[src/rtl/udrw_pkg.sv]
// shared types, widths and codes for the uniform dice block
// no dependencies; imported by every module of the block
`default_nettype none

package udrw_pkg;

  localparam int VALUE_WIDTH = 32;
  localparam int SIDES_W     = 32;
  localparam int WORD_W      = 32;
  localparam int ROLL_W      = 32;
  localparam int BASE_W      = 31;
  localparam int POOL_W      = 64;
  localparam int STATUS_W    = 2;
  localparam int CFG_INDEX_W = 4;
  localparam int CFG_DATA_W  = 32;
  localparam int MUL_CNT_W   = $clog2(BASE_W);
  localparam int DIV_CNT_W   = $clog2(POOL_W);

  localparam logic [STATUS_W-1:0] ST_OK      = 2'd0;
  localparam logic [STATUS_W-1:0] ST_DISCARD = 2'd1;
  localparam logic [STATUS_W-1:0] ST_BUSY    = 2'd2;

  localparam logic [CFG_INDEX_W-1:0] CFG_FIXED_SIDES = 4'd0;
  localparam logic [CFG_INDEX_W-1:0] CFG_SOURCE_BASE = 4'd1;

  typedef struct packed {
    logic                mode;
    logic [SIDES_W-1:0]  sides;
    logic [WORD_W-1:0]   entropy_word;
  } in_item_t;

  typedef struct packed {
    logic                roll_valid;
    logic [ROLL_W-1:0]   roll_value;
    logic                need_entropy;
    logic [STATUS_W-1:0] status;
  } out_item_t;

  typedef struct packed {
    logic               start;
    logic [BASE_W-1:0]  base;
    logic [WORD_W-1:0]  word;
    logic [POOL_W-1:0]  range;
    logic [POOL_W-1:0]  pool;
  } mul_req_t;

  typedef struct packed {
    logic               busy;
    logic               done;
    logic [POOL_W-1:0]  range;
    logic [POOL_W-1:0]  pool;
  } mul_res_t;

  typedef struct packed {
    logic                   start;
    logic [POOL_W-1:0]      dividend;
    logic [VALUE_WIDTH-1:0] divisor;
  } div_req_t;

  typedef struct packed {
    logic                   busy;
    logic                   done;
    logic [POOL_W-1:0]      quot;
    logic [VALUE_WIDTH-1:0] rem;
  } div_res_t;

endpackage

`default_nettype wire

[src/rtl/udrw_mul.sv]
// bit-serial scaling of pool range and pool value by the source base
// depends on udrw_pkg; one base bit per cycle, lsb first
`default_nettype none

module udrw_mul import udrw_pkg::*; (
  input  wire logic     clk,
  input  wire logic     rst,
  input  wire mul_req_t req,
  output mul_res_t      res
);

  logic [POOL_W-1:0]    acc_range;
  logic [POOL_W-1:0]    acc_pool;
  logic [POOL_W-1:0]    mc_range;
  logic [POOL_W-1:0]    mc_pool;
  logic [BASE_W-1:0]    bits;
  logic [MUL_CNT_W-1:0] cnt;
  logic                 busy;
  logic                 done;

  always_ff @(posedge clk) begin
    if (rst) begin
      busy <= 1'b0;
      done <= 1'b0;
      cnt  <= '0;
    end else begin
      done <= 1'b0;
      if (req.start) begin
        busy <= 1'b1;
        cnt  <= '0;
      end else if (busy) begin
        cnt <= cnt + MUL_CNT_W'(1);
        if (cnt == MUL_CNT_W'(BASE_W - 1)) begin
          busy <= 1'b0;
          done <= 1'b1;
        end
      end
    end
  end

  // word seeds the pool accumulator, so the end value is pool*base+word
  always_ff @(posedge clk) begin
    if (req.start) begin
      acc_range <= '0;
      acc_pool  <= POOL_W'(req.word);
      mc_range  <= req.range;
      mc_pool   <= req.pool;
      bits      <= req.base;
    end else if (busy) begin
      if (bits[0]) begin
        acc_range <= acc_range + mc_range;
        acc_pool  <= acc_pool + mc_pool;
      end
      mc_range <= {mc_range[POOL_W-2:0], 1'b0};
      mc_pool  <= {mc_pool[POOL_W-2:0], 1'b0};
      bits     <= {1'b0, bits[BASE_W-1:1]};
    end
  end

  assign res.busy  = busy;
  assign res.done  = done;
  assign res.range = acc_range;
  assign res.pool  = acc_pool;

endmodule

`default_nettype wire

[src/rtl/udrw_div_lane.sv]
// restoring divider lane, one quotient bit per cycle
// depends on udrw_pkg; 64-bit dividend over a VALUE_WIDTH divisor
`default_nettype none

module udrw_div_lane import udrw_pkg::*; (
  input  wire logic     clk,
  input  wire logic     rst,
  input  wire div_req_t req,
  output div_res_t      res
);

  logic [POOL_W-1:0]      quo;
  logic [VALUE_WIDTH-1:0] rem;
  logic [VALUE_WIDTH-1:0] dvs;
  logic [DIV_CNT_W-1:0]   cnt;
  logic                   busy;
  logic                   done;
  logic [VALUE_WIDTH:0]   shifted;
  logic [VALUE_WIDTH:0]   diff;
  logic                   ge;

  always_comb begin
    shifted = {rem, quo[POOL_W-1]};
    ge      = shifted >= {1'b0, dvs};
    diff    = shifted - {1'b0, dvs};
  end

  always_ff @(posedge clk) begin
    if (rst) begin
      busy <= 1'b0;
      done <= 1'b0;
      cnt  <= '0;
    end else begin
      done <= 1'b0;
      if (req.start) begin
        busy <= 1'b1;
        cnt  <= '0;
      end else if (busy) begin
        cnt <= cnt + DIV_CNT_W'(1);
        if (cnt == DIV_CNT_W'(POOL_W - 1)) begin
          busy <= 1'b0;
          done <= 1'b1;
        end
      end
    end
  end

  always_ff @(posedge clk) begin
    if (req.start) begin
      quo <= req.dividend;
      rem <= '0;
      dvs <= req.divisor;
    end else if (busy) begin
      quo <= {quo[POOL_W-2:0], ge};
      rem <= ge ? diff[VALUE_WIDTH-1:0] : shifted[VALUE_WIDTH-1:0];
    end
  end

  assign res.busy = busy;
  assign res.done = done;
  assign res.quot = quo;
  assign res.rem  = rem;

endmodule

`default_nettype wire

[src/rtl/uniform_dice_from_random_words.sv]
// uniform dice from random words: top level with control, pool state and result register
// items that need no arithmetic go from acceptance through res and ST_FIN into the result register
// an absorbed word passes through the serial multiplier, a decision through both divider lanes
// result stalls hold an item in ST_FIN; one item in work
// reset (synchronous, active high) clears the pool to 0 over range 1, no roll pending
// depends on udrw_pkg, udrw_mul, udrw_div_lane
`default_nettype none

module uniform_dice_from_random_words import udrw_pkg::*; (
  input  wire logic                   clk,
  input  wire logic                   rst,
  // request and entropy items
  input  wire logic                   item_valid,
  output logic                        item_stall,
  input  wire in_item_t               item,
  // result items
  output logic                        result_valid,
  input  wire logic                   result_stall,
  output out_item_t                   result,
  // configuration writes
  input  wire logic                   cfg_valid,
  output logic                        cfg_ready,
  input  wire logic [CFG_INDEX_W-1:0] cfg_index,
  input  wire logic [CFG_DATA_W-1:0]  cfg_data
);

  // control states
  localparam logic [1:0] ST_IDLE = 2'd0;  // waiting for an item
  localparam logic [1:0] ST_MUL  = 2'd1;  // absorbing an entropy word
  localparam logic [1:0] ST_DIV  = 2'd2;  // reducing the pool by the sides
  localparam logic [1:0] ST_FIN  = 2'd3;  // handing the result to the output register

  logic [1:0]             state;

  // configuration
  logic [VALUE_WIDTH-1:0] fixed_sides;
  logic [BASE_W-1:0]      source_base;

  // entropy pool: value is uniform over 0..range-1
  logic [POOL_W-1:0]      pool_value;
  logic [POOL_W-1:0]      pool_range;
  logic                   roll_pending;
  logic [VALUE_WIDTH-1:0] pending_sides;

  // result waiting for the output register
  out_item_t              res;

  mul_req_t               mul_req;
  mul_res_t               mul_res;
  div_req_t               pool_req;
  div_req_t               range_req;
  div_res_t               pool_div;
  div_res_t               range_div;

  logic                   accept;
  logic [VALUE_WIDTH-1:0] req_sides;
  logic                   word_ok;
  logic                   range_covers;
  logic                   mul_covers;
  logic                   start_idle;
  logic                   start_mul;
  logic [POOL_W-1:0]      cut;
  logic                   roll_ok;
  logic                   out_free;

  assign item_stall = state != ST_IDLE;
  assign cfg_ready  = 1'b1;
  assign accept     = item_valid && !item_stall;
  assign out_free   = !result_valid || !result_stall;

  always_comb begin
    // fixed sides win over the sides of the request
    req_sides    = (fixed_sides != '0) ? fixed_sides : item.sides[VALUE_WIDTH-1:0];
    word_ok      = item.entropy_word < WORD_W'(source_base);
    range_covers = pool_range >= POOL_W'(req_sides);
    mul_covers   = mul_res.range >= POOL_W'(pending_sides);
    // leftover entropy already covers a fresh request
    start_idle   = accept && !item.mode && !roll_pending &&
                   (req_sides >= VALUE_WIDTH'(2)) && range_covers;
    start_mul    = (state == ST_MUL) && mul_res.done && mul_covers;
    // cut at the largest multiple of sides; a pool below it is a fair roll
    cut          = pool_range - POOL_W'(range_div.rem);
    roll_ok      = pool_value < cut;
  end

  always_comb begin
    mul_req.start = accept && item.mode && roll_pending && word_ok;
    mul_req.base  = source_base;
    mul_req.word  = item.entropy_word;
    mul_req.range = pool_range;
    mul_req.pool  = pool_value;

    pool_req.start     = start_idle || start_mul;
    range_req.start    = start_idle || start_mul;
    // after a multiply the dividends come straight from the multiplier
    pool_req.dividend  = (state == ST_MUL) ? mul_res.pool : pool_value;
    range_req.dividend = (state == ST_MUL) ? mul_res.range : pool_range;
    pool_req.divisor   = (state == ST_MUL) ? pending_sides : req_sides;
    range_req.divisor  = pool_req.divisor;
  end

  udrw_mul u_mul (
    .clk (clk),
    .rst (rst),
    .req (mul_req),
    .res (mul_res)
  );

  udrw_div_lane u_pool_div (
    .clk (clk),
    .rst (rst),
    .req (pool_req),
    .res (pool_div)
  );

  udrw_div_lane u_range_div (
    .clk (clk),
    .rst (rst),
    .req (range_req),
    .res (range_div)
  );

  // configuration registers, unknown indexes ignored
  always_ff @(posedge clk) begin
    if (rst) begin
      fixed_sides <= '0;
      source_base <= BASE_W'(256);
    end else if (cfg_valid && cfg_ready) begin
      case (cfg_index)
        CFG_FIXED_SIDES: fixed_sides <= cfg_data[VALUE_WIDTH-1:0];
        CFG_SOURCE_BASE: source_base <= cfg_data[BASE_W-1:0];
        default: ;
      endcase
    end
  end

  // control and pool state
  always_ff @(posedge clk) begin
    if (rst) begin
      state         <= ST_IDLE;
      pool_value    <= '0;
      pool_range    <= POOL_W'(1);
      roll_pending  <= 1'b0;
      pending_sides <= '0;
    end else begin
      case (state)
        ST_IDLE: begin
          if (accept) begin
            if (!item.mode) begin
              if (roll_pending) begin
                // request while busy
                state <= ST_FIN;
              end else if (req_sides < VALUE_WIDTH'(2)) begin
                // one or no outcome: roll 0 at once
                state <= ST_FIN;
              end else begin
                pending_sides <= req_sides;
                roll_pending  <= 1'b1;
                state         <= range_covers ? ST_DIV : ST_FIN;
              end
            end else if (roll_pending && word_ok) begin
              state <= ST_MUL;
            end else begin
              // unneeded or out-of-range word
              state <= ST_FIN;
            end
          end
        end
        ST_MUL: begin
          if (mul_res.done) begin
            pool_range <= mul_res.range;
            pool_value <= mul_res.pool;
            state      <= mul_covers ? ST_DIV : ST_FIN;
          end
        end
        ST_DIV: begin
          if (range_div.done) begin
            if (roll_ok) begin
              pool_value   <= pool_div.quot;
              pool_range   <= range_div.quot;
              roll_pending <= 1'b0;
            end else begin
              // keep only the leftover and wait for more entropy
              pool_value <= POOL_W'(pool_div.rem);
              pool_range <= POOL_W'(range_div.rem);
            end
            state <= ST_FIN;
          end
        end
        ST_FIN: begin
          if (out_free) begin
            state <= ST_IDLE;
          end
        end
        default: state <= ST_IDLE;
      endcase
    end
  end

  // result of the item in work
  always_ff @(posedge clk) begin
    case (state)
      ST_IDLE: begin
        if (accept) begin
          res.roll_value <= '0;
          if (!item.mode && roll_pending) begin
            // request while busy
            res.roll_valid   <= 1'b0;
            res.need_entropy <= 1'b1;
            res.status       <= ST_BUSY;
          end else if (!item.mode && (req_sides < VALUE_WIDTH'(2))) begin
            res.roll_valid   <= 1'b1;
            res.need_entropy <= 1'b0;
            res.status       <= ST_OK;
          end else if (!item.mode) begin
            res.roll_valid   <= 1'b0;
            res.need_entropy <= 1'b1;
            res.status       <= ST_OK;
          end else if (roll_pending && word_ok) begin
            res.roll_valid   <= 1'b0;
            res.need_entropy <= 1'b1;
            res.status       <= ST_OK;
          end else begin
            res.roll_valid   <= 1'b0;
            res.need_entropy <= roll_pending;
            res.status       <= ST_DISCARD;
          end
        end
      end
      ST_MUL: begin
        if (mul_res.done) begin
          res.roll_valid   <= 1'b0;
          res.roll_value   <= '0;
          res.need_entropy <= 1'b1;
          res.status       <= ST_OK;
        end
      end
      ST_DIV: begin
        if (range_div.done) begin
          res.roll_valid   <= roll_ok;
          res.roll_value   <= roll_ok ? ROLL_W'(pool_div.rem) : '0;
          res.need_entropy <= !roll_ok;
          res.status       <= ST_OK;
        end
      end
      default: ;
    endcase
  end

  // output register parts the result side from the work
  always_ff @(posedge clk) begin
    if (rst) begin
      result_valid <= 1'b0;
    end else if (state == ST_FIN && out_free) begin
      result_valid <= 1'b1;
    end else if (!result_stall) begin
      result_valid <= 1'b0;
    end
  end

  always_ff @(posedge clk) begin
    if (state == ST_FIN && out_free) begin
      result <= res;
    end
  end

`ifndef SYNTHESIS
  // both divider lanes run in lock step
  a_lanes_lockstep: assert property (@(posedge clk) disable iff (rst)
    pool_div.done == range_div.done)
    else $error("divider lanes out of step");

  // an accepted item always leaves idle
  a_accept_leaves_idle: assert property (@(posedge clk) disable iff (rst)
    accept |=> state != ST_IDLE)
    else $error("item accepted without starting work");

  // the pool stays below its range between items
  a_pool_in_range: assert property (@(posedge clk) disable iff (rst)
    state == ST_IDLE |-> pool_value < pool_range)
    else $error("pool value not below pool range");

  // a finished roll leaves nothing pending
  a_roll_clears_pending: assert property (@(posedge clk) disable iff (rst)
    result_valid && result.roll_valid |-> !result.need_entropy)
    else $error("finished roll flagged as waiting");

  // multiplier and range divider never work at once
  a_units_exclusive: assert property (@(posedge clk) disable iff (rst)
    !(mul_res.busy && range_div.busy))
    else $error("multiplier and divider busy together");
`endif

endmodule

`default_nettype wire
[config.mk]
export PLATFORM = sky130hd
export DESIGN_NAME = uniform_dice_from_random_words
export DESIGN_NICKNAME = d
export VERILOG_FILES = /design/src/rtl/udrw_pkg.sv /design/src/rtl/udrw_mul.sv /design/src/rtl/udrw_div_lane.sv /design/src/rtl/uniform_dice_from_random_words.sv
export SDC_FILE = /design/constraint.sdc
export NUM_CORES = 2
export LEC_CHECK = 0
export ABC_CLOCK_PERIOD_IN_PS = 9300
export BUFFER_PORTS_ARGS = -buffer_cell sky130_fd_sc_hd__buf_2
export CAP_MARGIN = 20
export CORE_MARGIN = 2
export CORE_UTILIZATION = 45
export CTS_BUF_LIST = sky130_fd_sc_hd__clkbuf_4
export DETAILED_ROUTE_END_ITERATION = 10
export SKIP_CTS_REPAIR_TIMING = 1
export SYNTH_ARGS = -nofsm -noshare
export SYNTH_HDL_FRONTEND = slang
export SYNTH_SLANG_ARGS = --single-unit
[constraint.sdc]
create_clock -name clk -period 9.3 [get_ports clk]
set_input_delay 0.93 -clock clk [delete_from_list [all_inputs] [get_ports clk]]
set_output_delay 0.93 -clock clk [all_outputs]
set_load 0.02 [all_outputs]
# Word-level counts from Yosys, hierarchy flattened

Cells that the tools add are included.

Output and inout port bits: 39
Register bits: 832
Input port bits: 106

Equal/unequal tests: 14
Bitwise operators: 5
Multiplexer cells: 69
Add/subtract/negate cells: 8
Reduce and logical (&&, ||, !) cells: 46
Magnitude comparators: 8

Operators by type and width:

| cell                                                                                 | count |
|---|---|
| 64-bit two-way mux                                                                   | 16 |
| 32-bit two-way mux                                                                   | 8 |
| 64-bit one-hot mux with 2 select lines                                               | 2 |
| 64-bit adder                                                                         | 2 |
| 64-bit by 32-bit greater-or-equal comparator with 1-bit output                       | 2 |
| 36-bit two-way mux                                                                   | 3 |
| 36-bit one-hot mux with 3 select lines                                               | 1 |
| 33-bit by 32-bit greater-or-equal comparator with 1-bit output                       | 2 |
| 64-bit less-than comparator                                                          | 1 |
| 32-bit subtractor                                                                    | 2 |
| 64-bit by 32-bit subtractor with 64-bit output                                       | 1 |
| 31-bit two-way mux                                                                   | 2 |
| 32-bit by 2-bit greater-or-equal comparator with 1-bit output, second input constant | 1 |
| 32-bit by 2-bit less-than comparator with 1-bit output, second input constant        | 1 |
| 32-bit by 31-bit less-than comparator with 1-bit output                              | 1 |
| 32-bit nonzero test                                                                  | 1 |
| 1-bit two-way mux                                                                    | 25 |
| 1-bit logical AND                                                                    | 14 |
| 2-bit nonzero test                                                                   | 7 |
| 6-bit by 1-bit adder with 6-bit output, second input constant                        | 2 |
| 6-bit equality test, second input constant                                           | 2 |
| 2-bit two-way mux                                                                    | 6 |
| 3-bit two-way mux                                                                    | 4 |
| 5-bit AND reduction                                                                  | 2 |
| other kinds (20)                                                                     | 42 |

# Longest topological paths before layout

Depth after elaboration: 9
Depth in mapped cells: 30
Gate-level depth less buffers: 27

# Hierarchy

Synthesis repeated with hierarchy kept, for this count alone.

Cells, all modules: 5678
Area, all modules: 54384.7 µm²

By module, submodules not included:

| module                         | instances | area each (µm²) | cells each | sequential area each (µm²) |
|---|---|---|---|---|
| uniform_dice_from_random_words | 1         | 20712.4         | 2396       | 6706.4 |
| udrw_mul                       | 1         | 18425.2         | 1862       | 7797.5 |
| udrw_div_lane                  | 2         | 7623.6          | 710        | 3683.5 |

# Least setup slack after synthesis

No wires, ideal clock.

Path type: input-to-reg
Start: in item[17] in the netlist's numbering
End: reg u_mul.bits[0] (enable)
Setup time: 0.525 ns
Data required time: 8.775 ns
Path slack: 2.544 ns
Data arrival time: 6.231 ns
Cell stages on the path: 12
Path buffers: 2
Cells stage by stage: ha_1 -> a21o_1 -> a21o_1 -> a21o_1 -> a21o_1 -> a21oi_1 -> o211ai_1 -> a21oi_1 -> o211ai_1 -> clkbuf_1 -> clkbuf_1 -> nand2_1

Cells in the longest elaborated chain, start to end: 3

RTL lines:

| what                                                    | line                                 | source |
|---|---|---|
| from (decl)                                             | uniform_dice_from_random_words.sv:15 | `input wire in_item_t item,` |
| 32-bit by 31-bit less-than comparator with 1-bit output | uniform_dice_from_random_words.sv:74 | `word_ok = item.entropy_word < WORD_W'(source_base);` |
| 1-bit logical AND                                       | uniform_dice_from_random_words.sv:87 | `mul_req.start = accept && item.mode && roll_pending && word_ok;` |
| 2-bit nonzero test (no source line)                     | -                                    |  |
| to (signal assigned)                                    | udrw_mul.sv:48                       | `bits <= req.base;` |
| to (signal assigned)                                    | udrw_mul.sv:56                       | `bits <= {1'b0, bits[BASE_W-1:1]};` |
| to (decl)                                               | udrw_mul.sv:16                       | `logic [BASE_W-1:0] bits;` |

No other way between the ends.
A chain may end at the register's enable or synchronous reset.

# Final worst setup path

Start: reg u_range_div.rem[1]
End: reg res[31] in the netlist's numbering (data pin)

Cells in the longest elaborated chain, start to end: 5

RTL lines:

| what                                           | line                                  | source |
|---|---|---|
| from (decl)                                    | udrw_div_lane.sv:13                   | `logic [VALUE_WIDTH-1:0] rem;` |
| from (signal assigned)                         | udrw_div_lane.sv:55                   | `rem <= ge ? diff[VALUE_WIDTH-1:0] : shifted[VALUE_WIDTH-1:0];` |
| 64-bit by 32-bit subtractor with 64-bit output | uniform_dice_from_random_words.sv:82  | `cut = pool_range - POOL_W'(range_div.rem);` |
| 64-bit less-than comparator                    | uniform_dice_from_random_words.sv:83  | `roll_ok = pool_value < cut;` |
| 32-bit two-way mux                             | uniform_dice_from_random_words.sv:241 | `res.roll_value <= roll_ok ? ROLL_W'(pool_div.rem) : '0;` |
| 36-bit two-way mux                             | uniform_dice_from_random_words.sv:239 | `if (range_div.done) begin` |
| 36-bit one-hot mux with 3 select lines         | uniform_dice_from_random_words.sv:202 | `case (state)` |
| to (decl)                                      | uniform_dice_from_random_words.sv:46  | `out_item_t res;` |

No other way between the ends. The select of a mux whose other input is x is not followed.

==> run metrics <==
fmax=134 MHz; via count of the first global-routing pass=41,000; initial DRC count=3,467; CTS tree=done; ys flop type=edfxtp_1; Hold Vio Cnt, Final=0; Slew Limit Headroom=21.6%; Nets=6,201; Yosys reg bits=832; clock share of power=16.9%; Synthesized Nets=6,070; share of post-route cells with drive strength above 1=12.9%; max cap viols=0; Int Pwr=11.4 mW; initial core utilization=45.5%; cell leakage power=23.4 nW; P_sw=9.53 mW; power density cells=369 mW/mm2; io pins=145; Syn. warnings=0; routed vias=43,400; hold slack=0.0464 ns; total CTS buffers=227; core area=0.113 mm2; Buffers on Ports=143; WL final=166,000 um; Cell Area, Synth=0.0513 mm2; Sw Ratio=45.6%; Tot Pwr=20.9 mW; register area share after synthesis=40.7%; post-DR vias/cell=5.86; syn_area_per_cell=9.21 um2; DP Cell Count=6,941; Die W=342 um; RSZ-0062 raised after global routing=false; root buffer cell=clkbuf_4; drc violations=0; TNS Setup=0 ns; Die Y=342 um; filler instances=10,700; crit path launch=u_range_div.rem[1]; clock skew=0.0835 ns; combinational power share=52.2%; HP Class=primary input to flip-flop; top cells by area, synth=edfxtp_1 25%, dfxtp_1 16%, ha_1 9.5%, a21oi_1 5.2%, mux2i_1 4.9%; Slew Limit Fails=0; Sequential Power Share=30.9%; CTS H-tree lvls=4; clock tree buffer depth=3; setup violators final=0; top-count cell post-synth=nand2_1; post-route clock period utilization=80.0%; initial antenna violation count=10; worst-path fanout max=66; status=finished clean; WP data required=10.30 ns; post-DP HPWL=121,000 um; crit path DAT=8.44 ns; Die ar.=0.117 mm2; Sink Count=832; Worst Reg2Reg Path Length in Cells=25; Setup CP Type=flip-flop to flip-flop; gr usage total=27.8%; post-route ant nets=0; Crit. End Element=flip-flop; RD Place Congestion=0.961; Synth cell types=82; min-delay src=cfg_data[24]; clk_lat worst skew=1.21 ns; Setup crit end=res[31]; Congestion Overflow GR=0; R2R setup slack=1.86 ns; most frequent cells after synthesis=616 x nand2_1, 532 x a21oi_1, 423 x edfxtp_1, 409 x dfxtp_1; synth-to-layout area growth=10.3%; routed len/inst=22.4 um; Synth top area share=24.8%; DRT Pass-1 Iters=6; worst IR drop on VDD=0.445 mV; Final Cell Area=0.0566 mm2; Critical R2R Launch=u_range_div.rem[1]; Slew @ Worst Pin=1.17 ns; clk slew on worst S/H paths=0.07 ns; startpoint types=flip-flop; asr flop ratio synth=0%; DP Area=0.0532 mm2; pin count of the biggest net entering global routing=141; fin crit period=7.44 ns; Critical R2R Capture=res[31]; std cell rows=123; non-filler cells, final=7,407; top cell type by total area after synthesis=edfxtp_1; number of synthesized flops with an enable pin=423; first-pass GRT wire length=250,000 um; Post-Syn Instances=5,570
## through the flow
stage | utilization [%] | setup slack, ns
final | 50.2 | 1.86
after global routing | 50.2 | 1.41
after CTS | 49.9 | 2.02
after detailed placement | 47.2 | 2.05
after global placement | 47.2 | 1.99
after floorplan | - | 2.54
## how the worst min path moves through the flow
stage,to,depth (start not counted)
after global routing,u_mul.acc_pool[29],3
after detailed placement,result[15],0
after global placement,result[5],0
final,source_base[24],3
after floorplan,result[0],0
after CTS,source_base[12],3
## layout make-up
class	instances	area, um2	area share (%)
Tap cell	1500	1880	3.32
Sequential cell	832	20900	36.9
Clock buffer	354	2660	4.70
Inverter	207	778	1.37
Timing Repair Buffer	228	1480	2.62
Multi-Input combinational cell	4205	28500	50.3
Antenna cell	5	12.5	0.0221
Clock inverter	76	424	0.749
## cells in the final DEF (no fill, tap or decap), types with 41 or more instances in the layout
cell      instances
nor4_1           42
a21oi_1         532
and3_1           52
a21o_1          219
nand4_1          78
nand3_1          87
edfxtp_1        423
nand2_1         613
inv_1           204
mux2_2          128
a22o_1           63
xnor2_1         122
nor2_1          386
buf_4            51
o21ai_0         366
buf_2           142
mux2i_1         251
clkinv_1         60
a211oi_1         85
a31oi_1          41
nand2b_1         52
ha_1            387
dfxtp_1         407
clkbuf_4        354
nor3_1          123
xor2_1          100
a221oi_1         72
## power by group through the flow
stage | combinational, mW | sequential (mW) | clock [mW]
floorplan | 8.38 | 5.81 | 0
global placement | 10.6 | 6.54 | 0
detailed placement | 10.7 | 6.54 | 0
CTS | 10.8 | 6.47 | 3.61
global route | 12.1 | 6.56 | 3.81
finish | 10.9 | 6.47 | 3.53
## sequential cells by signal, summed over array words and instances, names as in the netlist, 36 cells and up
| register | count |
|---|---|
| pool_value | 64 |
| u_mul.mc_pool | 64 |
| pool_range | 64 |
| result | 36 |
| u_mul.acc_range | 64 |
| u_mul.mc_range | 64 |
| res | 36 |
| u_mul.acc_pool | 64 |
| u_range_div.quo | 64 |
| u_pool_div.quo | 64 |
## worst max-delay path, stage by stage (launching register included)
cell and delay, ns:
dfxtp_1 0.37, inv_1 0.10, ha_1 0.27, nor2b_1 0.13
o21ai_0 0.24, a21oi_1 0.12, o21ai_0 0.22, a21oi_1 0.15
o2111a_1 0.30, o21ai_0 0.80, a211o_1 0.23, nand3_1 0.39
nor4_1 0.47, xnor2_1 0.17, ha_1 0.26, a21o_1 0.16
a21o_1 0.17, a21o_1 0.17, a21o_1 0.17, a21o_1 0.17
a21o_1 0.19, a222oi_1 0.33, and3_4 0.29, and2_4 0.84
buf_4 0.38, and3_1 0.20
## cell families after synthesis
| group | after synthesis | share of synthesized area (%) |
|---|---|---|
| adders and majority gates | 394 | 9.68 |
| buffers and inverters | 533 | 4.05 |
| and+or+nand+nor | 1575 | 14.0 |
| DFF | 832 | 40.7 |
| AOI/OAI and AO/OA | 1634 | 20.1 |
| xor gates and xnor gates | 222 | 3.79 |
| other | 1 | 0.00731 |
| muxes | 379 | 7.71 |
## metal layers
layer / share of wire (%) / GRT usage (%)
met5: 0.029 / 0
met4: 3.0 / 10.6
met3: 6.3 / 5.36
met2: 47 / 45.0
met1: 44 / 36.8
No activity file was read; power rests on OpenSTA's default activity.
